## src/hw/rtl/assert_macros.svh

```systemverilog
// Assertion helpers shared by the RTL files that check their own logic.
// Both macros sample on the rising edge of i_clk and are off while i_rst_n is low.
`ifndef ASSERT_MACROS_SVH
`define ASSERT_MACROS_SVH

// Checks that a property holds at every clock edge out of reset.
`define TGA_ASSERT(lbl, prop, msg) \
    lbl: assert property (@(posedge i_clk) disable iff (!i_rst_n) prop) else $error(msg);

// Checks that a condition never holds.
`define TGA_ASSERT_NEVER(lbl, cond, msg) \
    `TGA_ASSERT(lbl, !(cond), msg)

`endif

```

## src/hw/rtl/tga_pkg.sv

```systemverilog
`timescale 1ns / 1ps

package tga_pkg;

    // Default depth of the queue between the parser and the output stage.
    localparam int QUEUE_DEPTH_DEF = 2;

    // Parser phases.
    typedef enum logic [2:0] {
        PH_HEADER,
        PH_SKIP,
        PH_PACKET,
        PH_PIXEL,
        PH_IDLE
    } t_phase;

    // Result status codes.
    typedef enum logic [1:0] {
        ST_PIXEL     = 2'd0,
        ST_BAD_KIND  = 2'd1,
        ST_BAD_DEPTH = 2'd2,
        ST_EMPTY     = 2'd3
    } t_status;

    // Header byte positions.
    localparam logic [4:0] HB_ID_LEN = 5'd0;
    localparam logic [4:0] HB_KIND   = 5'd2;
    localparam logic [4:0] HB_W_LO   = 5'd12;
    localparam logic [4:0] HB_W_HI   = 5'd13;
    localparam logic [4:0] HB_H_LO   = 5'd14;
    localparam logic [4:0] HB_H_HI   = 5'd15;
    localparam logic [4:0] HB_DEPTH  = 5'd16;
    localparam logic [4:0] HB_DESC   = 5'd17;

    // Supported image types and depths.
    localparam logic [7:0] KIND_RAW = 8'd2;
    localparam logic [7:0] KIND_RLE = 8'd10;
    localparam logic [7:0] DEPTH_24 = 8'd24;
    localparam logic [7:0] DEPTH_32 = 8'd32;

    // Bit positions within header and packet bytes.
    localparam int RUN_BIT    = 7;
    localparam int ORIGIN_BIT = 5;

    localparam logic [7:0] ALPHA_OPAQUE = 8'd255;

    // One decoded result word.
    typedef struct packed {
        logic [7:0]  red;
        logic [7:0]  green;
        logic [7:0]  blue;
        logic [7:0]  alpha;
        logic [7:0]  repeat_res;
        logic        is_last;
        t_status     status;
        logic [15:0] image_width;
        logic [15:0] image_height;
        logic        top_origin;
    } t_result;

    // Queue fill state seen by both sides.
    typedef struct packed {
        logic full;
        logic empty;
    } t_q_status;

endpackage

```

## src/hw/rtl/tga_queue.sv

```systemverilog
`timescale 1ns / 1ps

module tga_queue #(
    parameter int DEPTH = tga_pkg::QUEUE_DEPTH_DEF
) (
    input  logic                i_clk,
    input  logic                i_rst_n,
    input  logic                i_push,
    input  tga_pkg::t_result    i_word,
    input  logic                i_pop,
    output tga_pkg::t_result    o_word,
    output tga_pkg::t_q_status  o_status
);

    localparam int PTR_W = (DEPTH > 1) ? $clog2(DEPTH) : 1;
    localparam int CNT_W = $clog2(DEPTH + 1);

    tga_pkg::t_result r_mem [DEPTH];
    logic [PTR_W-1:0] r_wr_ptr, n_wr_ptr;
    logic [PTR_W-1:0] r_rd_ptr, n_rd_ptr;
    logic [CNT_W-1:0] r_count, n_count;

    // Pointer and fill count updates.
    always_comb begin
        n_wr_ptr = r_wr_ptr;
        n_rd_ptr = r_rd_ptr;
        n_count  = r_count;
        if (i_push) begin
            n_wr_ptr = (r_wr_ptr == PTR_W'(DEPTH - 1)) ? '0 : r_wr_ptr + 1'b1;
        end
        if (i_pop) begin
            n_rd_ptr = (r_rd_ptr == PTR_W'(DEPTH - 1)) ? '0 : r_rd_ptr + 1'b1;
        end
        case ({i_push, i_pop})
            2'b10:   n_count = r_count + 1'b1;
            2'b01:   n_count = r_count - 1'b1;
            default: n_count = r_count;
        endcase
    end

    always_ff @(posedge i_clk) begin
        if (!i_rst_n) begin
            r_wr_ptr <= '0;
            r_rd_ptr <= '0;
            r_count  <= '0;
        end else begin
            r_wr_ptr <= n_wr_ptr;
            r_rd_ptr <= n_rd_ptr;
            r_count  <= n_count;
        end
    end

    // Storage for queued words.
    always_ff @(posedge i_clk) begin
        if (i_push) begin
            r_mem[r_wr_ptr] <= i_word;
        end
    end

    assign o_word         = r_mem[r_rd_ptr];
    assign o_status.full  = (r_count == CNT_W'(DEPTH));
    assign o_status.empty = (r_count == '0);

endmodule

```

## src/hw/rtl/tga_front.sv

```systemverilog
`timescale 1ns / 1ps

module tga_front (
    input  logic              i_clk,
    input  logic              i_rst_n,
    input  logic              i_accept,
    input  logic [7:0]        i_data_byte,
    input  logic              i_first_byte,
    output logic              o_push,
    output tga_pkg::t_result  o_word
);

    localparam logic [1:0] LAST_BYTE_24 = 2'd2;
    localparam logic [1:0] LAST_BYTE_32 = 2'd3;

    tga_pkg::t_phase r_phase, n_phase;
    logic [4:0]  r_hdr_cnt, n_hdr_cnt;
    logic [7:0]  r_id_len, n_id_len;
    logic [7:0]  r_kind, n_kind;
    logic [7:0]  r_depth, n_depth;
    logic [7:0]  r_desc, n_desc;
    logic [15:0] r_width, n_width;
    logic [15:0] r_height, n_height;
    logic [7:0]  r_skip, n_skip;
    logic [31:0] r_pix_left, n_pix_left;
    logic [7:0]  r_pkt_left, n_pkt_left;
    logic        r_run, n_run;
    logic [1:0]  r_byte_ph, n_byte_ph;
    logic [23:0] r_pix_bytes, n_pix_bytes;

    tga_pkg::t_phase w_phase;
    logic [4:0]  w_hdr_cnt;
    logic        w_hdr_end;
    logic [31:0] w_area;
    logic        w_depth_ok;
    logic        w_kind_ok;
    logic        w_is_rle;
    logic        w_wide;
    logic        w_pix_done;
    logic        w_run_pix;
    logic [7:0]  w_rep;
    logic [31:0] w_pix_left_nx;
    logic        w_last;
    logic [7:0]  w_cnt_raw;
    logic [7:0]  w_cnt;

    // A start-of-file byte restarts the header parse in the same cycle.
    assign w_phase   = i_first_byte ? tga_pkg::PH_HEADER : r_phase;
    assign w_hdr_cnt = i_first_byte ? 5'd0 : r_hdr_cnt;
    assign w_hdr_end = (w_hdr_cnt == tga_pkg::HB_DESC);

    // Header checks, evaluated on the descriptor byte.
    assign w_area     = {16'd0, r_width} * {16'd0, r_height};
    assign w_depth_ok = r_depth inside {tga_pkg::DEPTH_24, tga_pkg::DEPTH_32};
    assign w_kind_ok  = r_kind inside {tga_pkg::KIND_RAW, tga_pkg::KIND_RLE};
    assign w_is_rle   = (r_kind == tga_pkg::KIND_RLE);
    assign w_wide     = (r_depth == tga_pkg::DEPTH_32);

    // Pixel completion and the pixel count it consumes.
    assign w_pix_done    = w_wide ? (r_byte_ph == LAST_BYTE_32) : (r_byte_ph == LAST_BYTE_24);
    assign w_run_pix     = w_is_rle && r_run;
    assign w_rep         = w_run_pix ? r_pkt_left : 8'd1;
    assign w_pix_left_nx = r_pix_left - {24'd0, w_rep};
    assign w_last        = (w_pix_left_nx == 32'd0);

    // Packet count, clipped to the pixels left in the image.
    assign w_cnt_raw = {1'b0, i_data_byte[6:0]} + 8'd1;
    assign w_cnt     = ({24'd0, w_cnt_raw} > r_pix_left) ? r_pix_left[7:0] : w_cnt_raw;

    // Next-state logic.
    always_comb begin
        logic v_enter;
        v_enter     = 1'b0;
        n_phase     = r_phase;
        n_hdr_cnt   = r_hdr_cnt;
        n_id_len    = r_id_len;
        n_kind      = r_kind;
        n_depth     = r_depth;
        n_desc      = r_desc;
        n_width     = r_width;
        n_height    = r_height;
        n_skip      = r_skip;
        n_pix_left  = r_pix_left;
        n_pkt_left  = r_pkt_left;
        n_run       = r_run;
        n_byte_ph   = r_byte_ph;
        n_pix_bytes = r_pix_bytes;
        if (i_accept) begin
            n_phase   = w_phase;
            n_hdr_cnt = w_hdr_cnt;
            case (w_phase)
                tga_pkg::PH_HEADER: begin
                    case (w_hdr_cnt)
                        tga_pkg::HB_ID_LEN: n_id_len = i_data_byte;
                        tga_pkg::HB_KIND:   n_kind = i_data_byte;
                        tga_pkg::HB_W_LO:   n_width[7:0] = i_data_byte;
                        tga_pkg::HB_W_HI:   n_width[15:8] = i_data_byte;
                        tga_pkg::HB_H_LO:   n_height[7:0] = i_data_byte;
                        tga_pkg::HB_H_HI:   n_height[15:8] = i_data_byte;
                        tga_pkg::HB_DEPTH:  n_depth = i_data_byte;
                        tga_pkg::HB_DESC:   n_desc = i_data_byte;
                        default:            n_hdr_cnt = w_hdr_cnt;
                    endcase
                    if (!w_hdr_end) begin
                        n_hdr_cnt = w_hdr_cnt + 5'd1;
                    end else begin
                        n_hdr_cnt = 5'd0;
                        if (!w_depth_ok || !w_kind_ok) begin
                            n_phase = tga_pkg::PH_IDLE;
                        end else begin
                            n_pix_left = w_area;
                            if (w_area == 32'd0) begin
                                n_phase = tga_pkg::PH_IDLE;
                            end else if (r_id_len != 8'd0) begin
                                n_skip  = r_id_len;
                                n_phase = tga_pkg::PH_SKIP;
                            end else begin
                                v_enter = 1'b1;
                            end
                        end
                    end
                end
                tga_pkg::PH_SKIP: begin
                    n_skip = r_skip - 8'd1;
                    if (r_skip == 8'd1) begin
                        v_enter = 1'b1;
                    end
                end
                tga_pkg::PH_PACKET: begin
                    n_run       = i_data_byte[tga_pkg::RUN_BIT];
                    n_pkt_left  = w_cnt;
                    n_byte_ph   = 2'd0;
                    n_pix_bytes = 24'd0;
                    n_phase     = tga_pkg::PH_PIXEL;
                end
                tga_pkg::PH_PIXEL: begin
                    if (!w_pix_done) begin
                        case (r_byte_ph)
                            2'd0:    n_pix_bytes[7:0] = i_data_byte;
                            2'd1:    n_pix_bytes[15:8] = i_data_byte;
                            default: n_pix_bytes[23:16] = i_data_byte;
                        endcase
                        n_byte_ph = r_byte_ph + 2'd1;
                    end else begin
                        n_byte_ph   = 2'd0;
                        n_pix_bytes = 24'd0;
                        n_pix_left  = w_pix_left_nx;
                        if (w_run_pix) begin
                            n_pkt_left = 8'd0;
                            n_phase    = tga_pkg::PH_PACKET;
                        end else if (w_is_rle) begin
                            n_pkt_left = r_pkt_left - 8'd1;
                            if (r_pkt_left == 8'd1) begin
                                n_phase = tga_pkg::PH_PACKET;
                            end
                        end
                        if (w_last) begin
                            n_phase = tga_pkg::PH_IDLE;
                        end
                    end
                end
                default: n_phase = w_phase;
            endcase
            // Start of pixel data.
            if (v_enter) begin
                n_byte_ph   = 2'd0;
                n_pix_bytes = 24'd0;
                n_run       = 1'b0;
                n_pkt_left  = 8'd0;
                n_phase     = w_is_rle ? tga_pkg::PH_PACKET : tga_pkg::PH_PIXEL;
            end
        end
    end

    // Result word and push strobe.
    always_comb begin
        o_push              = 1'b0;
        o_word.red          = 8'd0;
        o_word.green        = 8'd0;
        o_word.blue         = 8'd0;
        o_word.alpha        = 8'd0;
        o_word.repeat_res   = 8'd0;
        o_word.is_last      = 1'b0;
        o_word.status       = tga_pkg::ST_PIXEL;
        o_word.image_width  = r_width;
        o_word.image_height = r_height;
        o_word.top_origin   = r_desc[tga_pkg::ORIGIN_BIT];
        case (w_phase)
            tga_pkg::PH_HEADER: begin
                if (i_accept && w_hdr_end) begin
                    o_word.top_origin = i_data_byte[tga_pkg::ORIGIN_BIT];
                    o_word.is_last    = 1'b1;
                    if (!w_depth_ok) begin
                        o_push        = 1'b1;
                        o_word.status = tga_pkg::ST_BAD_DEPTH;
                    end else if (!w_kind_ok) begin
                        o_push        = 1'b1;
                        o_word.status = tga_pkg::ST_BAD_KIND;
                    end else if (w_area == 32'd0) begin
                        o_push        = 1'b1;
                        o_word.status = tga_pkg::ST_EMPTY;
                    end
                end
            end
            tga_pkg::PH_PIXEL: begin
                if (i_accept && w_pix_done) begin
                    o_push            = 1'b1;
                    o_word.repeat_res = w_rep;
                    o_word.is_last    = w_last;
                    o_word.green      = r_pix_bytes[15:8];
                    o_word.blue       = r_pix_bytes[7:0];
                    if (w_wide) begin
                        o_word.red   = r_pix_bytes[23:16];
                        o_word.alpha = i_data_byte;
                    end else begin
                        o_word.red   = i_data_byte;
                        o_word.alpha = tga_pkg::ALPHA_OPAQUE;
                    end
                end
            end
            default: o_push = 1'b0;
        endcase
    end

    always_ff @(posedge i_clk) begin
        if (!i_rst_n) begin
            r_phase     <= tga_pkg::PH_HEADER;
            r_hdr_cnt   <= 5'd0;
            r_id_len    <= 8'd0;
            r_kind      <= 8'd0;
            r_depth     <= 8'd0;
            r_desc      <= 8'd0;
            r_width     <= 16'd0;
            r_height    <= 16'd0;
            r_skip      <= 8'd0;
            r_pix_left  <= 32'd0;
            r_pkt_left  <= 8'd0;
            r_run       <= 1'b0;
            r_byte_ph   <= 2'd0;
            r_pix_bytes <= 24'd0;
        end else begin
            r_phase     <= n_phase;
            r_hdr_cnt   <= n_hdr_cnt;
            r_id_len    <= n_id_len;
            r_kind      <= n_kind;
            r_depth     <= n_depth;
            r_desc      <= n_desc;
            r_width     <= n_width;
            r_height    <= n_height;
            r_skip      <= n_skip;
            r_pix_left  <= n_pix_left;
            r_pkt_left  <= n_pkt_left;
            r_run       <= n_run;
            r_byte_ph   <= n_byte_ph;
            r_pix_bytes <= n_pix_bytes;
        end
    end

endmodule

```

## src/hw/rtl/tga_back.sv

```systemverilog
`timescale 1ns / 1ps

module tga_back (
    input  logic                i_clk,
    input  logic                i_rst_n,
    input  tga_pkg::t_result    i_word,
    input  tga_pkg::t_q_status  i_q_status,
    input  logic                i_out_stall,
    output logic                o_pop,
    output logic                o_out_valid,
    output tga_pkg::t_result    o_word
);

    logic             r_valid, n_valid;
    tga_pkg::t_result r_word;

    // Load the output register from the queue whenever the queue holds a word and the register is empty or being taken.
    assign o_pop = !i_q_status.empty && (!r_valid || !i_out_stall);

    always_comb begin
        if (o_pop) begin
            n_valid = 1'b1;
        end else if (!i_out_stall) begin
            n_valid = 1'b0;
        end else begin
            n_valid = r_valid;
        end
    end

    always_ff @(posedge i_clk) begin
        if (!i_rst_n) begin
            r_valid <= 1'b0;
        end else begin
            r_valid <= n_valid;
        end
    end

    always_ff @(posedge i_clk) begin
        if (o_pop) begin
            r_word <= i_word;
        end
    end

    assign o_out_valid = r_valid;
    assign o_word      = r_word;

endmodule

```

## src/hw/rtl/tga_rle_image_decoder_core.sv

```systemverilog
// TGA image decoder: raw and run-length types at 24 or 32 bits per pixel.
// Input channel: one file byte per word (i_data_byte, i_first_byte) under
// i_in_valid / o_in_stall. i_first_byte marks header byte 0 of a new file and
// clears an earlier halt. Output channel: one RGBA word with a repeat count,
// last flag, status and the parsed header fields under o_out_valid / i_out_stall.
// Throughput is one byte per cycle while the queue has room; each byte needs
// a single parser step. The parser writes each result to a small queue, and
// the output register loads it from there once the register is empty or
// being taken. A header error gives one word with is_last set, after
// which bytes are dropped until the next first byte.
// When the receiver stalls, the output word holds and the queue fills; the
// block stalls its input only once the queue is full.
// Reset is synchronous and active low; after it the parser waits at header
// byte 0 and both the queue and the output register are empty.
`timescale 1ns / 1ps
`include "assert_macros.svh"

module tga_rle_image_decoder_core #(
    parameter int QUEUE_DEPTH = tga_pkg::QUEUE_DEPTH_DEF
) (
    input  logic        i_clk,
    input  logic        i_rst_n,
    input  logic        i_in_valid,
    output logic        o_in_stall,
    input  logic [7:0]  i_data_byte,
    input  logic        i_first_byte,
    output logic        o_out_valid,
    input  logic        i_out_stall,
    output logic [7:0]  o_red,
    output logic [7:0]  o_green,
    output logic [7:0]  o_blue,
    output logic [7:0]  o_alpha,
    output logic [7:0]  o_repeat_res,
    output logic        o_is_last,
    output logic [1:0]  o_status,
    output logic [15:0] o_image_width,
    output logic [15:0] o_image_height,
    output logic        o_top_origin
);

    tga_pkg::t_q_status q_status;
    tga_pkg::t_result   w_front_word;
    tga_pkg::t_result   w_queue_word;
    tga_pkg::t_result   w_out_word;
    logic               w_accept;
    logic               w_push;
    logic               w_pop;

    // Input words are taken while the queue has room.
    assign o_in_stall = q_status.full;
    assign w_accept   = i_in_valid && !q_status.full;

    tga_front u_front (
        .i_clk        (i_clk),
        .i_rst_n      (i_rst_n),
        .i_accept     (w_accept),
        .i_data_byte  (i_data_byte),
        .i_first_byte (i_first_byte),
        .o_push       (w_push),
        .o_word       (w_front_word)
    );

    tga_queue #(
        .DEPTH (QUEUE_DEPTH)
    ) u_queue (
        .i_clk    (i_clk),
        .i_rst_n  (i_rst_n),
        .i_push   (w_push),
        .i_word   (w_front_word),
        .i_pop    (w_pop),
        .o_word   (w_queue_word),
        .o_status (q_status)
    );

    tga_back u_back (
        .i_clk       (i_clk),
        .i_rst_n     (i_rst_n),
        .i_word      (w_queue_word),
        .i_q_status  (q_status),
        .i_out_stall (i_out_stall),
        .o_pop       (w_pop),
        .o_out_valid (o_out_valid),
        .o_word      (w_out_word)
    );

    // Output fields.
    assign o_red          = w_out_word.red;
    assign o_green        = w_out_word.green;
    assign o_blue         = w_out_word.blue;
    assign o_alpha        = w_out_word.alpha;
    assign o_repeat_res   = w_out_word.repeat_res;
    assign o_is_last      = w_out_word.is_last;
    assign o_status       = w_out_word.status;
    assign o_image_width  = w_out_word.image_width;
    assign o_image_height = w_out_word.image_height;
    assign o_top_origin   = w_out_word.top_origin;

    // The parser never writes a result into a full queue.
    `TGA_ASSERT_NEVER(a_push_full, w_push && q_status.full, "result written to a full queue")
    // Error words always end the image and carry no repeat count.
    `TGA_ASSERT(a_err_last, o_out_valid && (o_status != tga_pkg::ST_PIXEL) |-> o_is_last && (o_repeat_res == 8'd0), "error word without last flag")
    // Pixel words repeat between 1 and 128 times.
    `TGA_ASSERT(a_pix_rep, o_out_valid && (o_status == tga_pkg::ST_PIXEL) |-> (o_repeat_res != 8'd0) && (o_repeat_res <= 8'd128), "pixel repeat count out of range")
    // A queued word reaches an empty output register on the next edge.
    `TGA_ASSERT(a_queue_drain, !q_status.empty && !o_out_valid |=> o_out_valid, "queued word not moved to output")

endmodule

```

## config.mk

```make
export PLATFORM = sky130hd
export DESIGN_NAME = tga_rle_image_decoder_core
export DESIGN_NICKNAME = d
export VERILOG_FILES = /design/src/hw/rtl/tga_pkg.sv /design/src/hw/rtl/tga_queue.sv /design/src/hw/rtl/tga_front.sv /design/src/hw/rtl/tga_back.sv /design/src/hw/rtl/tga_rle_image_decoder_core.sv
export VERILOG_INCLUDE_DIRS = /design/src /design/src/hw/rtl
export SDC_FILE = /design/constraint.sdc
export NUM_CORES = 1
export LEC_CHECK = 0
export BUFFER_PORTS_ARGS = -buffer_cell sky130_fd_sc_hd__buf_2
export CORE_MARGIN = 2
export CORE_UTILIZATION = 50
export CTS_BUF_LIST = sky130_fd_sc_hd__clkbuf_8
export CTS_CLUSTER_SIZE = 14
export DETAILED_ROUTE_END_ITERATION = 8
export PLACE_DENSITY = 0.65
export SLEW_MARGIN = 20
export SYNTH_ARGS = -nofsm -noshare
export SYNTH_HDL_FRONTEND = slang
export SYNTH_SLANG_ARGS = --single-unit
```

## constraint.sdc

```tcl
create_clock -name i_clk -period 12.95 [get_ports i_clk]
set_input_delay 2.59 -clock i_clk [delete_from_list [all_inputs] [get_ports i_clk]]
set_output_delay 2.59 -clock i_clk [all_outputs]
set_load 0.1 [all_outputs]
```

Yosys cells after proc, flatten, opt, wreduce, memory -nomap -nowiden:

Memories as Yosys holds them, arrays and structs flattened. A register that Yosys moved wholly into a read port is not among the register bits.
Cells that the tools add are included.

* word-level logic and storage cells: 188
* memory bits (writable): 152
* memories: 1
* register bits after elaboration: 150

Memories
* u_queue.r_mem: words 2, width 76, read ports 1, clocked after Yosys merged registers in 1, wr ports 1, line tga_queue.sv:18 `tga_pkg::t_result r_mem [DEPTH];`

* equal/unequal tests: 33
* mux-type cells: 76
* order comparisons: 1
* multipliers: 1
* reductions and logical operators: 44
* add/sub/neg operators: 10

Operator list (number)
* 2-to-1 mux 8 bit: 15
* 2-to-1 mux 32 bit: 3
* zero test 32 bit: 2
* one-hot mux 32 bit (2 select lines): 1
* 2-to-1 mux 24 bit: 2
* one-hot mux 24 bit (2 select lines): 1
* 2-to-1 mux 41 bit: 1
* 2-to-1 mux 40 bit: 1
* 2-to-1 mux 3 bit: 12
* AND reduction 3 bit: 11
* > comparator 8 x 32 -> 1 bit: 1
* multiplier 16 x 16 -> 32 bit: 1
* one-hot mux 8 bit (2 select lines): 2
* subtractor 32 x 8 -> 32 bit: 1
* 2-to-1 mux 1 bit: 23
* == test 5 x 4 -> 1 bit (second input constant): 4
* == test 8 x 1 -> 1 bit (second input constant): 2
* subtractor 8 x 1 -> 8 bit (second input constant): 2
* 2-to-1 mux 5 bit: 3
* 2-to-1 mux 2 bit: 6
* != test 4 x 2 -> 1 bit (second input constant): 3
* nonzero test 2 bit: 6
* == test 5 bit (second input constant): 2
* one-hot mux 3 bit (3 select lines): 1
* other kinds (33): 59

Logic depth before layout (Yosys ltp):

Gate-level depths: netlist (run 1).

* depth in word-level cells: 10
* gate-level depth with buffers: 30
* depth with buffers taken out: 27

Modules after synthesis:

A second synthesis (run 1) with hierarchy kept.

* cell total of the unflattened synthesis: 2497
* area total of the unflattened synthesis: 25099.1 µm²

By module, submodules not included
* tga_front: times used 1, cells each 2158, sequential area each 2802.7 µm², area each 17073.9 µm²
* tga_queue: times used 1, cells each 258, sequential area each 4664.5 µm², area each 5689.2 µm²
* tga_back: times used 1, cells each 80, sequential area each 2302.2 µm², area each 2322.2 µm²
* tga_rle_image_decoder_core: times used 1, cells each 1, sequential area each 0.0 µm², area each 13.8 µm²

Worst setup path after synthesis (run 1):

Ideal clock, no wire load.

* path type: reg-to-reg
* from: register u_front.r_height[4]
* to: memory u_queue.r_mem[1][0] in the netlist's numbering, enable pin
* stages on the path, launching flop included: 25
* setup slack: 2.382 ns
* buffers on the path: 2
* arrival time: 10.048 ns
* library setup time: 0.519 ns
* cell sequence: dfxtp_1 > clkbuf_1 > clkbuf_1 > nand2_1 > fa_1 > fa_1 > inv_1 > fa_1 > inv_1 > fa_1 > fa_1 > fa_1 > inv_1 > ha_1 > a21oi_1 > o211a_1 > o21ai_1 > or4_4 > a21o_1 > a2111oi_4 > nand4_2 > nor3_2 > nor2_1 > o21a_1 > nor2b_1

* word-level cells in the longest chain between the ends: 9

Ends and longest elaborated chain
* start: declaration: line tga_front.sv:23 `logic [15:0] r_height, n_height;`
* start signal: assignment: line tga_front.sv:249 `r_height <= n_height;`
* multiplier 16 x 16 -> 32 bit: line tga_front.sv:53 `assign w_area = {16'd0, r_width} * {16'd0, r_height};`
* zero test 32 bit: line tga_front.sv:199 `end else if (w_area == 32'd0) begin`
* 2-to-1 mux 1 bit: line tga_front.sv:199
* 2-to-1 mux 1 bit: line tga_front.sv:196 `end else if (!w_kind_ok) begin`
* 2-to-1 mux 1 bit: line tga_front.sv:193 `if (!w_depth_ok) begin`
* 2-to-1 mux 1 bit: line tga_front.sv:190 `if (i_accept && w_hdr_end) begin`
* one-hot mux 1 bit (2 select lines): line tga_front.sv:188 `case (w_phase)`
* 2-to-1 mux 1 bit: line tga_queue.sv:55 `if (i_push) begin`
* 2-to-1 mux 1 bit (not written as such): line tga_queue.sv:56 `r_mem[r_wr_ptr] <= i_word;`
* end: declaration: line tga_queue.sv:18

Every way passes these cells.

Worst setup path after layout (run 1):

* from: register u_front.r_height[4]
* to: memory u_queue.r_mem[1][10] in the netlist's numbering, enable pin

Same word-level chain as after synthesis.

==> report_table.html, run 1 <==
<table>
<tr><th>Metric</th><th>Value</th></tr>
<tr><th colspan="2">Finish</th></tr>
<tr><td>Post-route cell area</td><td>27100 um^2</td></tr>
<tr><td>Count of filler cells inserted in the layout</td><td>between 4000 and 5000</td></tr>
<tr><td>Area added between synthesis and finish</td><td>8.05%</td></tr>
<tr><td>Multi-input gate area in the final layout</td><td>14000 um^2</td></tr>
<tr><td>Share of post-route cells with drive strength above 1</td><td>roughly 11%</td></tr>
<tr><td>Post-layout nets</td><td>~2800</td></tr>
<tr><td>Sequential cell area</td><td>9750 um^2</td></tr>
<tr><th colspan="2">Place</th></tr>
<tr><td>Final HPWL DP</td><td>43.6 mm</td></tr>
<tr><td>Worst slack at placement</td><td>3.93 ns</td></tr>
<tr><td>Routability-driven placement congestion ratio</td><td>~0.9</td></tr>
<tr><td>I/O Buffers</td><td>90</td></tr>
<tr><td>Dpl cell area</td><td>25900 um^2</td></tr>
<tr><th colspan="2">Yosys</th></tr>
<tr><td>Avg Cell Area, Syn</td><td>10.1 um^2</td></tr>
<tr><td>Post-synthesis cell area</td><td>25000 um^2</td></tr>
<tr><td>Flip-flop and latch count after synthesis</td><td>373</td></tr>
<tr><td>Nets in the synthesized netlist</td><td>2827</td></tr>
<tr><td>Seq/Total Area, Yosys</td><td>38.9%</td></tr>
<tr><td>Synth Warn #</td><td>0</td></tr>
<tr><td>Cells after Synth</td><td>2486</td></tr>
<tr><td>Top cells by count, synth</td><td>359 x sky130_fd_sc_hd__nand2_1, 228 x sky130_fd_sc_hd__edfxtp_1, 209 x sky130_fd_sc_hd__inv_1</td></tr>
<tr><td>Proportion of register bits with asynchronous set or reset after synthesis</td><td>0%</td></tr>
<tr><td>Number of enable-type register cells in the synthesized netlist</td><td>228</td></tr>
<tr><td>Post-synth top flop</td><td>sky130_fd_sc_hd__edfxtp_1</td></tr>
<tr><td>Number of distinct standard cells referenced by the synthesized netlist</td><td>78</td></tr>
<tr><td>Most frequently used cell type in the post-synthesis netlist</td><td>sky130_fd_sc_hd__nand2_1</td></tr>
<tr><td>Area fraction of the dominant cell type after synthesis</td><td>between 20% and 30%</td></tr>
<tr><td>Top cells by area in the synthesized netlist</td><td>sky130_fd_sc_hd__edfxtp_1 27%, sky130_fd_sc_hd__fa_1 16%, sky130_fd_sc_hd__dfxtp_1 12%</td></tr>
<tr><td>Dominant cell type by area after synthesis</td><td>sky130_fd_sc_hd__edfxtp_1</td></tr>
<tr><th colspan="2">STA</th></tr>
<tr><td>Post-layout min period</td><td>8.86 ns</td></tr>
<tr><td>Setup repair after global routing missed its margin</td><td>no</td></tr>
<tr><td>Final-report setup violation count</td><td>0</td></tr>
<tr><td>Fraction of the cycle the final worst path needs</td><td>68.4%</td></tr>
<tr><td>Actual transition at the worst max-transition pin</td><td>between 1 and 1.5 ns</td></tr>
<tr><td>Relative max-transition margin</td><td>around a quarter</td></tr>
<tr><td>Clock Skews</td><td>roughly 0.029 ns</td></tr>
<tr><td>Count of endpoints failing hold in the final timing report</td><td>0</td></tr>
<tr><td>Setup WS post-layout</td><td>4.09 ns</td></tr>
<tr><td>Total negative setup slack</td><td>0 ns</td></tr>
<tr><td>Upper clock frequency limit</td><td>113 MHz</td></tr>
<tr><td>Number of max-slew violations in the final report</td><td>0</td></tr>
<tr><th colspan="2">Global routing</th></tr>
<tr><td>Total gr overflow</td><td>0</td></tr>
<tr><td>Total global routing track utilization</td><td>24.6%</td></tr>
<tr><td>Number of global-route vias before repair</td><td>18546</td></tr>
<tr><td>Maximum number of pins on one net before global-route repair</td><td>78</td></tr>
<tr><td>Global-route wire length before repair</td><td>~100 mm</td></tr>
<tr><td>Number of antenna violations at the first check in global routing</td><td>2</td></tr>
<tr><th colspan="2">Pwr</th></tr>
<tr><td>Peak supply drop</td><td>91.0 uV</td></tr>
<tr><td>P per Cell Area</td><td>between 100 and 150 nW/um^2</td></tr>
<tr><td>Static leakage power</td><td>9.81 nW</td></tr>
<tr><th colspan="2">Worst setup path</th></tr>
<tr><td>Launching element type of the critical path</td><td>flop</td></tr>
<tr><td>Cell with the biggest individual delay on the critical path</td><td>sky130_fd_sc_hd__dfxtp_1</td></tr>
<tr><td>Delay of the slowest critical-path stage</td><td>0.87 ns</td></tr>
<tr><td>Worst Setup Path Type</td><td>reg -&gt; reg</td></tr>
<tr><td>Worst path buffer plus inverter count</td><td>4</td></tr>
<tr><td>Critical path arrival</td><td>between 9 and 10 ns</td></tr>
<tr><td>Maximum fanout encountered on the critical timing path</td><td>76</td></tr>
<tr><td>Data required time of the critical path</td><td>13.25 ns</td></tr>
<tr><td>Category of the worst setup path capture point</td><td>flop</td></tr>
<tr><td>Cell chain of the critical path</td><td>nand2_1 -&gt; fa_1 -&gt; fa_1 -&gt; inv_1 -&gt; fa_1 -&gt; inv_1 -&gt; fa_1 -&gt; fa_1 -&gt; fa_1 -&gt; inv_1 -&gt; ha_1 -&gt; a21oi_1 -&gt; o211a_1 -&gt; o21ai_1 -&gt; or4_4 -&gt; and3_1 -&gt; a311oi_1 -&gt; nand4_2 -&gt; nor3_2 -&gt; nor2_1 -&gt; o21a_1 -&gt; nor2b_4 -&gt; buf_6</td></tr>
<tr><td>Delay-heaviest family, CP</td><td>adder cells</td></tr>
<tr><td>Cell repeated most along the worst path</td><td>sky130_fd_sc_hd__fa_1</td></tr>
<tr><th colspan="2">Clock tree</th></tr>
<tr><td>Count of buffers added by post-CTS timing repair for setup</td><td>0</td></tr>
<tr><td>Hold buffer count at cts</td><td>0</td></tr>
<tr><td>TritonCTS clock tree</td><td>yes</td></tr>
<tr><td>Cts bufs inserted</td><td>60</td></tr>
<tr><td>Clock Latency Late Sink</td><td>between 0.6 and 0.7 ns</td></tr>
<tr><td>H-tree depth reported by CTS</td><td>2</td></tr>
<tr><td>Max Buffers Root-to-Sink</td><td>3</td></tr>
<tr><td>Clock tree root driver cell</td><td>sky130_fd_sc_hd__clkbuf_8</td></tr>
<tr><td>Clock transition at the register clock pins on the worst setup and hold paths after CTS</td><td>0.06 ns</td></tr>
<tr><td>Number of gates given a new drive strength after cts</td><td>0</td></tr>
<tr><td>Clock Sink Count</td><td>between 300 and 400</td></tr>
<tr><th colspan="2">Route</th></tr>
<tr><td>Number of iterations in the first detailed-routing pass</td><td>6</td></tr>
<tr><td>Average vias per placed instance</td><td>about 5.7</td></tr>
<tr><td>Routed length on met2</td><td>28.4 mm</td></tr>
<tr><td>DRC Markers</td><td>0</td></tr>
<tr><td>Met1 wire length</td><td>roughly 27 mm</td></tr>
<tr><td>Highest signal layer in the routed design</td><td>met5</td></tr>
<tr><td>Routed length per instance</td><td>a little under 20 um</td></tr>
<tr><td>Drt initial violations</td><td>1533</td></tr>
<tr><td>WL met3</td><td>4.82 mm</td></tr>
<tr><td>ANT nets after route</td><td>0</td></tr>
<tr><td>Total Wirelength</td><td>62.2 mm</td></tr>
<tr><td>Number of vias after detailed routing</td><td>18394</td></tr>
<tr><th colspan="2">Floorplan</th></tr>
<tr><td>Initial standard-cell utilization of the core</td><td>50.3%</td></tr>
<tr><td>Chip Height</td><td>228 um</td></tr>
<tr><td>Width of the chip</td><td>228 um</td></tr>
<tr><td>Die outline area</td><td>51900 um^2</td></tr>
<tr><td>Io pins</td><td>just over 90</td></tr>
<tr><td>Core region area</td><td>49800 um^2</td></tr>
<tr><td>Site row count</td><td>82</td></tr>
<tr><th colspan="2">Run status</th></tr>
<tr><td>Result of the run</td><td>completed</td></tr>
<tr><th colspan="2">Run</th></tr>
<tr><td>Maximum Capacitance Violations</td><td>0</td></tr>
<tr><th colspan="2">Min path</th></tr>
<tr><td>Class of the tightest hold or removal check</td><td>reg -&gt; reg</td></tr>
</table>
[power breakdown]
group          switching, mW  internal, mW
logic                  0.498         0.124
registers             0.0295          1.33
clock network          0.490         0.471
[final cells by class]
cell class | count | share of cell area [%]
multi-input cells | 1758 | 51.6
flip-flops and latches | 373 | 36.0
clock buffers | 62 | 3.15
well taps | 672 | 3.11
inverters | 210 | 2.92
repair buffers | 105 | 2.18
clock inverters | 48 | 0.962
diodes | 1 | 0.00925
[kinds of logic after synthesis]
group	share of synthesized area, %
xor gates and xnor gates	1.61
adders and majority gates	22.2
buffers and inverters	5.40
AOI/OAI and AO/OA	10.6
DFF	38.9
and+or+nand+nor	16.1
muxes	5.11
[final timing paths]
check	startpoint	end	slack, ns	cells after the start
max	u_front.r_height[4]$_SDFFE_PN0P_	u_queue.r_mem[1][10]$_DFFE_PP_	4.09	23
min	u_front.r_depth[2]$_SDFFE_PN0P_	u_front.r_depth[2]$_SDFFE_PN0P_	0.46	2
max reg2reg	u_front.r_height[4]$_SDFFE_PN0P_	u_queue.r_mem[1][10]$_DFFE_PP_	4.09	23
min reg2reg	u_front.r_depth[2]$_SDFFE_PN0P_	u_front.r_depth[2]$_SDFFE_PN0P_	0.46	2
[registers in the layout, summed over array words and instances, names as in the netlist, 5 cells and up]
signal	cells
u_front.r_depth	8
u_front.r_height	16
u_front.r_skip	8
u_front.r_pix_left	32
u_front.r_kind	8
u_queue.r_mem	152
u_front.r_hdr_cnt	5
u_front.r_pkt_left	8
u_back.o_word	76
u_front.r_id_len	8
u_front.r_pix_bytes	24
u_front.r_width	16
[metrics by stage]
stage,util [%],hold WS (ns),std cells,total power [mW]
4_1_cts,54.3,0.456,3227,2.95
6_report,54.4,0.457,3229,2.94
2_1_floorplan,-,0.424,2486,1.90
3_5_place_dp,52.1,0.448,3117,2.00
3_3_place_gp,52.1,0.437,3117,2.00
5_1_grt,54.4,0.476,3229,3.05
[metal layers]
| layer | up-vias | global-route usage [%] |
|---|---|---|
| met5 | - | 0 |
| met4 | 2 | 8.49 |
| met3 | 138 | 4.66 |
| met2 | 686 | 38.7 |
| met1 | 9008 | 34.1 |
| li1 | 8560 | - |
[cell usage in the layout (no fill, tap or decap), drive strengths merged, types with 9 or more instances in the layout]
cell    instances
inv           228
or3            11
dfxtp         145
nor2          163
a22oi          11
clkinv         29
and3           14
clkbuf         62
nor2b           9
nor4           14
o22ai          12
buf           105
nand2         359
mux2           78
nand4          20
xor2           19
o211ai         15
a211oi         19
nand3          42
fa            195
and2          132
a21o           10
mux2i          40
a31oi           9
o21ai          75
ha            133
a311oi         25
o21a           22
xnor2          27
nor3           41
nand2b         11
edfxtp        228
a21oi         156
o31ai          10
[worst register-to-register path, delay by kind of cell, from the launching register on]
family	cells	cell delay, ns
adder cells (fa/ha/maj)	7	3.45
AO/OA/AOI/OAI	5	1.33
flip-flops	1	0.87
buffers and inverters	4	0.76
AND/OR/NAND/NOR	7	1.99
Power figures use the tool's default switching activity.
==> run 2, diff against run 1 <==
==> constraint.sdc (replaced) <==
create_clock -name i_clk -period 8.8 [get_ports i_clk]
set_input_delay 1.76 -clock i_clk [delete_from_list [all_inputs] [get_ports i_clk]]
set_output_delay 1.76 -clock i_clk [all_outputs]
set_load 0.1 [all_outputs]
==> run 2 against run 1 <==
  * Critical path depth is 2 lower
  * Count of clock-buffer cells in the layout rose by 5
  * Die area unchanged
  * Non-clock buffer count grew 34
  * Clock power up 62%
  * Utilization up 0.90 points
  * Final area is 1.7% higher
  * Register-to-register slack worse by 3.8 ns
  * Global-route usage shrank 0.17 points
  * Cell count up 1.2%
  * Via count increased by 1.2%
==> report_table.html, run 2 (synthesized netlist as in run 1, its figures left out) <==
<table>
<tr><th>Metric</th><th>Value</th></tr>
<tr><th colspan="2">STA</th></tr>
<tr><td>Final-report setup violation count</td><td>0 (unchanged)</td></tr>
<tr><td>Total negative setup slack</td><td>0 ns (unchanged)</td></tr>
<tr><td>Post-layout min period</td><td>8.48 ns (-0.387 ns)</td></tr>
<tr><td>Count of endpoints failing hold in the final timing report</td><td>0 (unchanged)</td></tr>
<tr><td>Setup repair after global routing missed its margin</td><td>no</td></tr>
<tr><td>Fraction of the cycle the final worst path needs</td><td>96.3% (+28 points)</td></tr>
<tr><td>Relative max-transition margin</td><td>28.5% (+3.1 points)</td></tr>
<tr><td>Setup WS post-layout</td><td>0.324 ns (-3.76 ns)</td></tr>
<tr><td>Upper clock frequency limit</td><td>118 MHz (+4.6%)</td></tr>
<tr><td>Number of max-slew violations in the final report</td><td>0 (unchanged)</td></tr>
<tr><td>Clock Skews</td><td>0.0459 ns (+0.0173 ns)</td></tr>
<tr><td>Actual transition at the worst max-transition pin</td><td>1.07 ns (-0.0464 ns)</td></tr>
<tr><th colspan="2">Min path</th></tr>
<tr><td>Hold Path End</td><td>u_front.r_depth[7]$_SDFFE_PN0P_</td></tr>
<tr><td>Number of instances on the worst hold path</td><td>2 (unchanged)</td></tr>
<tr><td>Class of the tightest hold or removal check</td><td>reg -&gt; reg</td></tr>
<tr><td>Origin of the worst min-delay path</td><td>u_front.r_depth[7]$_SDFFE_PN0P_</td></tr>
<tr><th colspan="2">Worst setup path</th></tr>
<tr><td>Critical path arrival</td><td>8.76 ns (-0.41 ns)</td></tr>
<tr><td>Worst path buffer plus inverter count</td><td>2 (-2)</td></tr>
<tr><td>Delay of the slowest critical-path stage</td><td>0.83 ns (-0.04 ns)</td></tr>
<tr><td>Delay-heaviest family, CP</td><td>adder cells</td></tr>
<tr><td>Maximum fanout encountered on the critical timing path</td><td>76 (unchanged)</td></tr>
<tr><td>Cell repeated most along the worst path</td><td>sky130_fd_sc_hd__fa_1</td></tr>
<tr><td>Launching element type of the critical path</td><td>flop</td></tr>
<tr><td>Category of the worst setup path capture point</td><td>flop</td></tr>
<tr><td>Worst reg-to-reg path cell count</td><td>21 (-8.7%)</td></tr>
<tr><td>Destination of the worst register-to-register timing path</td><td>u_queue.r_mem[1][21]$_DFFE_PP_</td></tr>
<tr><td>Cell with the biggest individual delay on the critical path</td><td>sky130_fd_sc_hd__dfxtp_1</td></tr>
<tr><td>Register-to-register setup slack</td><td>0.32 ns (-3.76 ns)</td></tr>
<tr><td>Data required time of the critical path</td><td>9.09 ns (-4.16 ns)</td></tr>
<tr><td>Launching point of the worst reg2reg path</td><td>u_front.r_width[3]$_SDFFE_PN0P_</td></tr>
<tr><td>Cell chain of the critical path</td><td>nand2_1 -&gt; fa_1 -&gt; fa_1 -&gt; fa_1 -&gt; fa_1 -&gt; fa_1 -&gt; fa_1 -&gt; inv_1 -&gt; ha_1 -&gt; a21oi_1 -&gt; o21ai_0 -&gt; a211oi_1 -&gt; xnor2_1 -&gt; a2111o_1 -&gt; a2111oi_4 -&gt; nand4_2 -&gt; nor3_2 -&gt; nor2_1 -&gt; o21a_1 -&gt; nor2b_4 -&gt; buf_12</td></tr>
<tr><td>Worst Setup Path Type</td><td>reg -&gt; reg</td></tr>
<tr><td>Critical path origin</td><td>u_front.r_width[3]$_SDFFE_PN0P_</td></tr>
<tr><th colspan="2">Finish</th></tr>
<tr><td>Share of post-route cells with drive strength above 1</td><td>13.2% (+1.8 points)</td></tr>
<tr><td>Most common library cell in the layout ignoring fill and taps</td><td>sky130_fd_sc_hd__nand2_1</td></tr>
<tr><td>Non-filler instance count after layout</td><td>3267 (+1.2%)</td></tr>
<tr><td>Flip-flop count of the largest register after layout</td><td>152 (unchanged)</td></tr>
<tr><td>Register with the most flip-flops</td><td>u_queue.r_mem</td></tr>
<tr><td>Area added between synthesis and finish</td><td>9.84%</td></tr>
<tr><td>Post-layout nets</td><td>2883 (+1.2%)</td></tr>
<tr><td>Count of filler cells inserted in the layout</td><td>4319 (-1.1%)</td></tr>
<tr><td>Top library cells by usage in the layout, fill and taps aside</td><td>359 x sky130_fd_sc_hd__nand2_1, 232 x sky130_fd_sc_hd__inv_1, 228 x sky130_fd_sc_hd__edfxtp_1</td></tr>
<tr><th colspan="2">Route</th></tr>
<tr><td>Average vias per placed instance</td><td>5.70 (about the same)</td></tr>
<tr><td>Number of iterations in the first detailed-routing pass</td><td>5 (-1)</td></tr>
<tr><td>Drt initial violations</td><td>1413 (-7.8%)</td></tr>
<tr><td>Total Wirelength</td><td>62.6 mm (+0.63%)</td></tr>
<tr><td>DRC Markers</td><td>0 (unchanged)</td></tr>
<tr><td>Number of vias after detailed routing</td><td>18610 (+1.2%)</td></tr>
<tr><td>Routed length per instance</td><td>19.2 um (-0.54%)</td></tr>
<tr><td>ANT nets after route</td><td>0 (unchanged)</td></tr>
<tr><th colspan="2">Global routing</th></tr>
<tr><td>Global-route wire length before repair</td><td>102 mm (about the same)</td></tr>
<tr><td>Total gr overflow</td><td>0 (unchanged)</td></tr>
<tr><td>Number of global-route vias before repair</td><td>18802 (+1.4%)</td></tr>
<tr><td>Number of antenna violations at the first check in global routing</td><td>4 (+2)</td></tr>
<tr><td>Maximum number of pins on one net before global-route repair</td><td>78 (unchanged)</td></tr>
<tr><td>Total global routing track utilization</td><td>24.4% (-0.17 points)</td></tr>
<tr><th colspan="2">Floorplan</th></tr>
<tr><td>Io pins</td><td>91 (unchanged)</td></tr>
<tr><td>Initial standard-cell utilization of the core</td><td>50.3% (unchanged)</td></tr>
<tr><td>Core region area</td><td>49800 um^2 (unchanged)</td></tr>
<tr><td>Die outline area</td><td>51900 um^2 (unchanged)</td></tr>
<tr><td>Chip Height</td><td>228 um (unchanged)</td></tr>
<tr><td>Site row count</td><td>82 (unchanged)</td></tr>
<tr><td>Width of the chip</td><td>228 um (unchanged)</td></tr>
<tr><th colspan="2">Run</th></tr>
<tr><td>Maximum Capacitance Violations</td><td>0 (unchanged)</td></tr>
<tr><th colspan="2">Clock tree</th></tr>
<tr><td>Cts bufs inserted</td><td>60 (unchanged)</td></tr>
<tr><td>Count of buffers added by post-CTS timing repair for setup</td><td>0 (unchanged)</td></tr>
<tr><td>TritonCTS clock tree</td><td>yes</td></tr>
<tr><td>H-tree depth reported by CTS</td><td>2 (unchanged)</td></tr>
<tr><td>Max Buffers Root-to-Sink</td><td>3 (unchanged)</td></tr>
<tr><td>Number of gates given a new drive strength after cts</td><td>0 (unchanged)</td></tr>
<tr><td>Clock Sink Count</td><td>373 (unchanged)</td></tr>
<tr><td>Hold buffer count at cts</td><td>0 (unchanged)</td></tr>
<tr><td>Clock Latency Late Sink</td><td>0.69 ns (about the same)</td></tr>
<tr><td>Clock transition at the register clock pins on the worst setup and hold paths after CTS</td><td>0.06 ns (about the same)</td></tr>
<tr><td>Clock tree root driver cell</td><td>sky130_fd_sc_hd__clkbuf_8</td></tr>
<tr><th colspan="2">Place</th></tr>
<tr><td>Worst slack at placement</td><td>0.344 ns (-3.59 ns)</td></tr>
<tr><td>DP Cell Count</td><td>3151 (+1.1%)</td></tr>
<tr><td>I/O Buffers</td><td>90 (unchanged)</td></tr>
<tr><td>Final HPWL DP</td><td>44.4 mm (+1.9%)</td></tr>
<tr><td>Routability-driven placement congestion ratio</td><td>0.883 (-4.1%)</td></tr>
<tr><th colspan="2">Run status</th></tr>
<tr><td>Result of the run</td><td>completed</td></tr>
<tr><th colspan="2">Pwr</th></tr>
<tr><td>Static leakage power</td><td>10.1 nW (+3.0%)</td></tr>
<tr><td>Peak supply drop</td><td>136 uV (+49%)</td></tr>
<tr><td>P per Cell Area</td><td>163 nW/um^2 (+50%)</td></tr>
</table>
==> run 2: cell count changes in the layout (fill, tap and decap cells not counted), moves of 3 or more <==
cell                        change
sky130_fd_sc_hd__inv_1          +7
sky130_fd_sc_hd__clkinv_1      -15
sky130_fd_sc_hd__dfxtp_1        -5
sky130_fd_sc_hd__dfxtp_2        +5
sky130_fd_sc_hd__clkbuf_8       +5
sky130_fd_sc_hd__bufinv_16      +3
sky130_fd_sc_hd__buf_4         +34
==> run 2: per-layer routing <==
layer	routed length (um)	track usage, %	share of wire (%)	up-vias
li1	-	-	-	8635
met1	27000	33.1	43	9224
met2	29300	39.2	47	625
met3	4180	4.41	6.7	124
met4	2070	9.13	3.3	2
met5	13	0	0.021	-
==> run 2: area by class of cell <==
| cell class | instances | area [um^2] | share of cell area, % |
|---|---|---|---|
| Clock buffer | 67 | 922 | 3.35 |
| Multi-Input combinational cell | 1758 | 14000 | 50.8 |
| Tap cell | 672 | 841 | 3.06 |
| Inverter | 210 | 790 | 2.87 |
| Sequential cell | 373 | 9760 | 35.5 |
| Clock inverter | 47 | 354 | 1.29 |
| Timing Repair Buffer | 139 | 863 | 3.14 |
| Antenna cell | 1 | 2.50 | 0.00910 |
==> run 2: where the power goes <==
part           switching [mW]  leakage (nW)  internal (mW)
sequential             0.0451          3.10           1.95
clock                   0.731         0.742          0.834
combinational           0.727          6.26          0.182
==> run 2: worst max path at each step <==
stage / end / cells after the start
2_1_floorplan: u_queue.r_mem[1][0]$_DFFE_PP_ / 24
3_3_place_gp: u_queue.r_mem[1][9]$_DFFE_PP_ / 23
3_5_place_dp: u_queue.r_mem[1][9]$_DFFE_PP_ / 23
4_1_cts: u_queue.r_mem[1][24]$_DFFE_PP_ / 23
5_1_grt: u_queue.r_mem[1][14]$_DFFE_PP_ / 21
6_report: u_queue.r_mem[1][21]$_DFFE_PP_ / 21
==> run 2: metrics by stage <==
step	power, mW	area (um^2)	hold slack (ns)	utilization, %
floorplan	2.79	25000	0.424	-
global placement	2.94	26200	0.434	52.6
detailed placement	2.94	26200	0.445	52.6
CTS	4.51	27500	0.454	55.2
global route	4.63	27500	0.467	55.3
finish	4.47	27500	0.455	55.3
==> run 2: worst register-to-register path, delay by kind of cell (launching register included) <==
family                     cells  cell delay (ns)
DFF                            1             0.83
AOI/OAI and AO/OA              6             2.00
xor gates and xnor gates       1             0.17
and+or+nand+nor                5             1.22
adders and majority gates      7             3.33
buffers and inverters          2             0.36
==> run 3, diff against run 2 <==
--- a/config.mk
+++ b/config.mk
@@ -12,6 +12,7 @@
 export CTS_BUF_LIST = sky130_fd_sc_hd__clkbuf_8
 export CTS_CLUSTER_SIZE = 14
 export DETAILED_ROUTE_END_ITERATION = 8
+export GPL_TIMING_DRIVEN = 0
 export PLACE_DENSITY = 0.65
 export SLEW_MARGIN = 20
 export SYNTH_ARGS = -nofsm -noshare
==> run 3 against run 2 <==
  * Non-clock buffer count is 91 higher
  * Worst setup slack better by 0.0070 ns
  * Routed wire length is 6.2% higher
  * Fmax hardly changed
  * Total power is 2.9% higher
  * First-iteration DRC count is 10% higher
  * Combinational power is 5.8% higher
  * Sequential cell count stayed put
  * Die area stayed put
  * Utilization is 1.0 points higher
  * Sequential power hardly changed
==> report_table.html, run 3 (synthesized netlist as in run 1, its figures left out) <==
<table>
<tr><th>Metric</th><th>Value</th></tr>
<tr><th colspan="2">Finish</th></tr>
<tr><td>Area added between synthesis and finish</td><td>11.9%</td></tr>
<tr><td>Top library cells by usage in the layout, fill and taps aside</td><td>359 x sky130_fd_sc_hd__nand2_1, 228 x sky130_fd_sc_hd__edfxtp_1, 223 x sky130_fd_sc_hd__inv_1</td></tr>
<tr><td>Post-layout nets</td><td>2974 (+3.2%)</td></tr>
<tr><td>Sequential cell area</td><td>9780 um^2 (+0.23%)</td></tr>
<tr><td>Post-route cell area</td><td>28000 um^2 (+1.9%)</td></tr>
<tr><td>Share of post-route cells with drive strength above 1</td><td>13.5% (+0.30 points)</td></tr>
<tr><td>Multi-input gate area in the final layout</td><td>14000 um^2 (+0.29%)</td></tr>
<tr><td>Flip-flop count of the largest register after layout</td><td>152 (unchanged)</td></tr>
<tr><td>Most common library cell in the layout ignoring fill and taps</td><td>sky130_fd_sc_hd__nand2_1</td></tr>
<tr><td>Register with the most flip-flops</td><td>u_queue.r_mem</td></tr>
<tr><td>Count of filler cells inserted in the layout</td><td>4382 (+1.5%)</td></tr>
<tr><th colspan="2">Route</th></tr>
<tr><td>Number of iterations in the first detailed-routing pass</td><td>6 (+1)</td></tr>
<tr><td>Average vias per placed instance</td><td>5.68 (-0.29%)</td></tr>
<tr><td>Drt initial violations</td><td>1555 (+10%)</td></tr>
<tr><td>DRC Markers</td><td>0 (unchanged)</td></tr>
<tr><td>Routed length per instance</td><td>19.8 um (+3.4%)</td></tr>
<tr><td>ANT nets after route</td><td>0 (unchanged)</td></tr>
<tr><td>Total Wirelength</td><td>66.5 mm (+6.2%)</td></tr>
<tr><td>Number of vias after detailed routing</td><td>19072 (+2.5%)</td></tr>
<tr><th colspan="2">Clock tree</th></tr>
<tr><td>Max Buffers Root-to-Sink</td><td>3 (unchanged)</td></tr>
<tr><td>Clock tree root driver cell</td><td>sky130_fd_sc_hd__clkbuf_8</td></tr>
<tr><td>Cts bufs inserted</td><td>60 (unchanged)</td></tr>
<tr><td>H-tree depth reported by CTS</td><td>2 (unchanged)</td></tr>
<tr><td>Clock transition at the register clock pins on the worst setup and hold paths after CTS</td><td>0.06 ns (about the same)</td></tr>
<tr><td>Hold buffer count at cts</td><td>0 (unchanged)</td></tr>
<tr><td>Clock Latency Late Sink</td><td>0.69 ns (about the same)</td></tr>
<tr><td>TritonCTS clock tree</td><td>yes</td></tr>
<tr><td>Clock Sink Count</td><td>373 (unchanged)</td></tr>
<tr><th colspan="2">Worst setup path</th></tr>
<tr><td>Launching point of the worst reg2reg path</td><td>u_front.r_height[14]$_SDFFE_PN0P_</td></tr>
<tr><td>Critical path arrival</td><td>8.80 ns (+0.04 ns)</td></tr>
<tr><td>Maximum fanout encountered on the critical timing path</td><td>23 (-70%)</td></tr>
<tr><td>Cell with the biggest individual delay on the critical path</td><td>sky130_fd_sc_hd__or4_4</td></tr>
<tr><td>Delay of the slowest critical-path stage</td><td>0.58 ns (-0.25 ns)</td></tr>
<tr><td>Launching element type of the critical path</td><td>flop</td></tr>
<tr><td>Register-to-register setup slack</td><td>0.33 ns (about the same)</td></tr>
<tr><td>Worst Setup Path Type</td><td>reg -&gt; reg</td></tr>
<tr><td>Worst reg-to-reg path cell count</td><td>25 (+19%)</td></tr>
<tr><td>Cell repeated most along the worst path</td><td>sky130_fd_sc_hd__fa_1</td></tr>
<tr><td>Destination of the worst register-to-register timing path</td><td>u_queue.r_mem[1][10]$_DFFE_PP_</td></tr>
<tr><td>Data required time of the critical path</td><td>9.13 ns (+0.04 ns)</td></tr>
<tr><td>Category of the worst setup path capture point</td><td>flop</td></tr>
<tr><th colspan="2">Floorplan</th></tr>
<tr><td>Initial standard-cell utilization of the core</td><td>50.3% (unchanged)</td></tr>
<tr><td>Site row count</td><td>82 (unchanged)</td></tr>
<tr><td>Width of the chip</td><td>228 um (unchanged)</td></tr>
<tr><td>Core region area</td><td>49800 um^2 (unchanged)</td></tr>
<tr><td>Chip Height</td><td>228 um (unchanged)</td></tr>
<tr><td>Io pins</td><td>91 (unchanged)</td></tr>
<tr><td>Die outline area</td><td>51900 um^2 (unchanged)</td></tr>
<tr><th colspan="2">STA</th></tr>
<tr><td>Count of endpoints failing hold in the final timing report</td><td>0 (unchanged)</td></tr>
<tr><td>Post-layout min period</td><td>8.47 ns (-0.00699 ns)</td></tr>
<tr><td>Final-report setup violation count</td><td>0 (unchanged)</td></tr>
<tr><td>Actual transition at the worst max-transition pin</td><td>1.13 ns (+0.0638 ns)</td></tr>
<tr><td>Clock Skews</td><td>0.0723 ns (+0.0264 ns)</td></tr>
<tr><td>Relative max-transition margin</td><td>24.3% (-4.2 points)</td></tr>
<tr><td>Setup WS post-layout</td><td>0.331 ns (+0.00699 ns)</td></tr>
<tr><td>Upper clock frequency limit</td><td>118 MHz (about the same)</td></tr>
<tr><td>Setup repair after global routing missed its margin</td><td>no</td></tr>
<tr><td>Number of max-slew violations in the final report</td><td>0 (unchanged)</td></tr>
<tr><td>Fraction of the cycle the final worst path needs</td><td>96.2% (about the same)</td></tr>
<tr><th colspan="2">Global routing</th></tr>
<tr><td>Number of global-route vias before repair</td><td>19262 (+2.4%)</td></tr>
<tr><td>Total global routing track utilization</td><td>25.9% (+1.6 points)</td></tr>
<tr><td>Maximum number of pins on one net before global-route repair</td><td>24 (-69%)</td></tr>
<tr><td>Number of antenna violations at the first check in global routing</td><td>2 (-2)</td></tr>
<tr><td>Global-route wire length before repair</td><td>107 mm (+4.6%)</td></tr>
<tr><td>Total gr overflow</td><td>0 (unchanged)</td></tr>
<tr><th colspan="2">Place</th></tr>
<tr><td>Routability-driven placement congestion ratio</td><td>0.957 (+8.4%)</td></tr>
<tr><td>Dpl cell area</td><td>26600 um^2 (+1.5%)</td></tr>
<tr><td>Worst slack at placement</td><td>-0.890 ns (-1.23 ns)</td></tr>
<tr><td>I/O Buffers</td><td>84 (-6.7%)</td></tr>
<tr><td>Final HPWL DP</td><td>50.4 mm (+14%)</td></tr>
<tr><th colspan="2">Pwr</th></tr>
<tr><td>Total net switching power</td><td>1.51 mW (+0.28%)</td></tr>
<tr><td>Clock network fraction of total power</td><td>36.1% (+1.1 points)</td></tr>
<tr><td>P per Cell Area</td><td>164 nW/um^2 (+0.99%)</td></tr>
<tr><td>Peak supply drop</td><td>116 uV (-15%)</td></tr>
<tr><td>Combinational power share</td><td>20.9% (+0.6 points)</td></tr>
<tr><td>Part of the power in registers</td><td>43.0% (-1.7 points)</td></tr>
<tr><td>Switching portion of total power</td><td>32.8% (-0.86 points)</td></tr>
<tr><td>Static leakage power</td><td>10.2 nW (+1.2%)</td></tr>
<tr><td>P_int</td><td>3.09 mW (+4.2%)</td></tr>
<tr><th colspan="2">Min path</th></tr>
<tr><td>Class of the tightest hold or removal check</td><td>reg -&gt; reg</td></tr>
<tr><td>Hold Path End</td><td>u_front.r_depth[0]$_SDFFE_PN0P_</td></tr>
<tr><td>Number of instances on the worst hold path</td><td>2 (unchanged)</td></tr>
<tr><td>Origin of the worst min-delay path</td><td>u_front.r_depth[0]$_SDFFE_PN0P_</td></tr>
<tr><th colspan="2">Run</th></tr>
<tr><td>Maximum Capacitance Violations</td><td>0 (unchanged)</td></tr>
<tr><th colspan="2">Run status</th></tr>
<tr><td>Result of the run</td><td>completed</td></tr>
</table>
[run 3: area by class of cell]
| class | instances | share of cell area, % |
|---|---|---|
| diodes | 1 | 0.00893 |
| plain buffers | 134 | 2.02 |
| clock buffers | 66 | 3.24 |
| clock inverters | 48 | 1.60 |
| inverters | 210 | 2.81 |
| multi-input cells | 1758 | 50.0 |
| flip-flops and latches | 373 | 34.9 |
| well taps | 672 | 3.00 |
| repair buffers | 96 | 2.41 |
[run 3: repair_timing]
action | 4_1_cts | 5_1_grt
pin swaps | 1 | 1
gates resized for setup | 38 | 45
gates cloned | 0 | 0
endpoints found under the setup margin | 154 | 111
setup buffers | 2 | 1
[run 3: routing by layer]
metal	vias to the layer above	track usage [%]	part of all wire, %
li1	8836	-	-
met1	9454	35.4	44
met2	660	42.5	47
met3	122	4.54	6.8
met4	0	7.63	2.5
met5	-	0	0
[run 3: worst max-delay path, delay by kind of cell, from the launching register on]
kind / cells / cell delay (ns)
adders and majority gates: 7 / 3.19
and+or+nand+nor: 6 / 1.56
AOI/OAI and AO/OA: 6 / 1.53
buffers and inverters: 6 / 1.26
DFF: 1 / 0.52
[run 3: power groups by stage]
stage	logic [mW]	registers [mW]	clock network [mW]
final	0.963	1.98	1.66
after global placement	0.924	2.03	0
after detailed placement	0.966	2.01	0
after CTS	0.967	1.98	1.70
after global routing	1.01	1.98	1.77
after floorplan	0.287	2.50	0
[run 3: stage by stage]
step,util [%],hold slack (ns),setup TNS (ns),cells,total power [mW]
final,56.3,0.450,0,3358,4.60
after detailed placement,53.4,0.440,-88.62,3251,2.98
after floorplan,-,0.424,-44.83,2486,2.79
after CTS,56.2,0.451,0,3358,4.64
after global routing,56.3,0.475,0,3358,4.76
after global placement,52.9,0.432,-446.64,3242,2.96
[run 3: how the worst max path moves through the flow]
stage,startpoint,to,cells past startpoint
3_3_place_gp,u_front.r_width[6]$_SDFFE_PN0P_,u_queue.r_mem[1][9]$_DFFE_PP_,22
3_5_place_dp,u_front.r_width[6]$_SDFFE_PN0P_,u_queue.r_mem[1][9]$_DFFE_PP_,25
5_1_grt,u_front.r_width[6]$_SDFFE_PN0P_,u_queue.r_mem[0][9]$_DFFE_PP_,23
4_1_cts,u_front.r_width[9]$_SDFFE_PN0P_,u_queue.r_mem[0][9]$_DFFE_PP_,24
6_report,u_front.r_height[14]$_SDFFE_PN0P_,u_queue.r_mem[1][10]$_DFFE_PP_,25
2_1_floorplan,u_front.r_height[4]$_SDFFE_PN0P_,u_queue.r_mem[1][0]$_DFFE_PP_,24
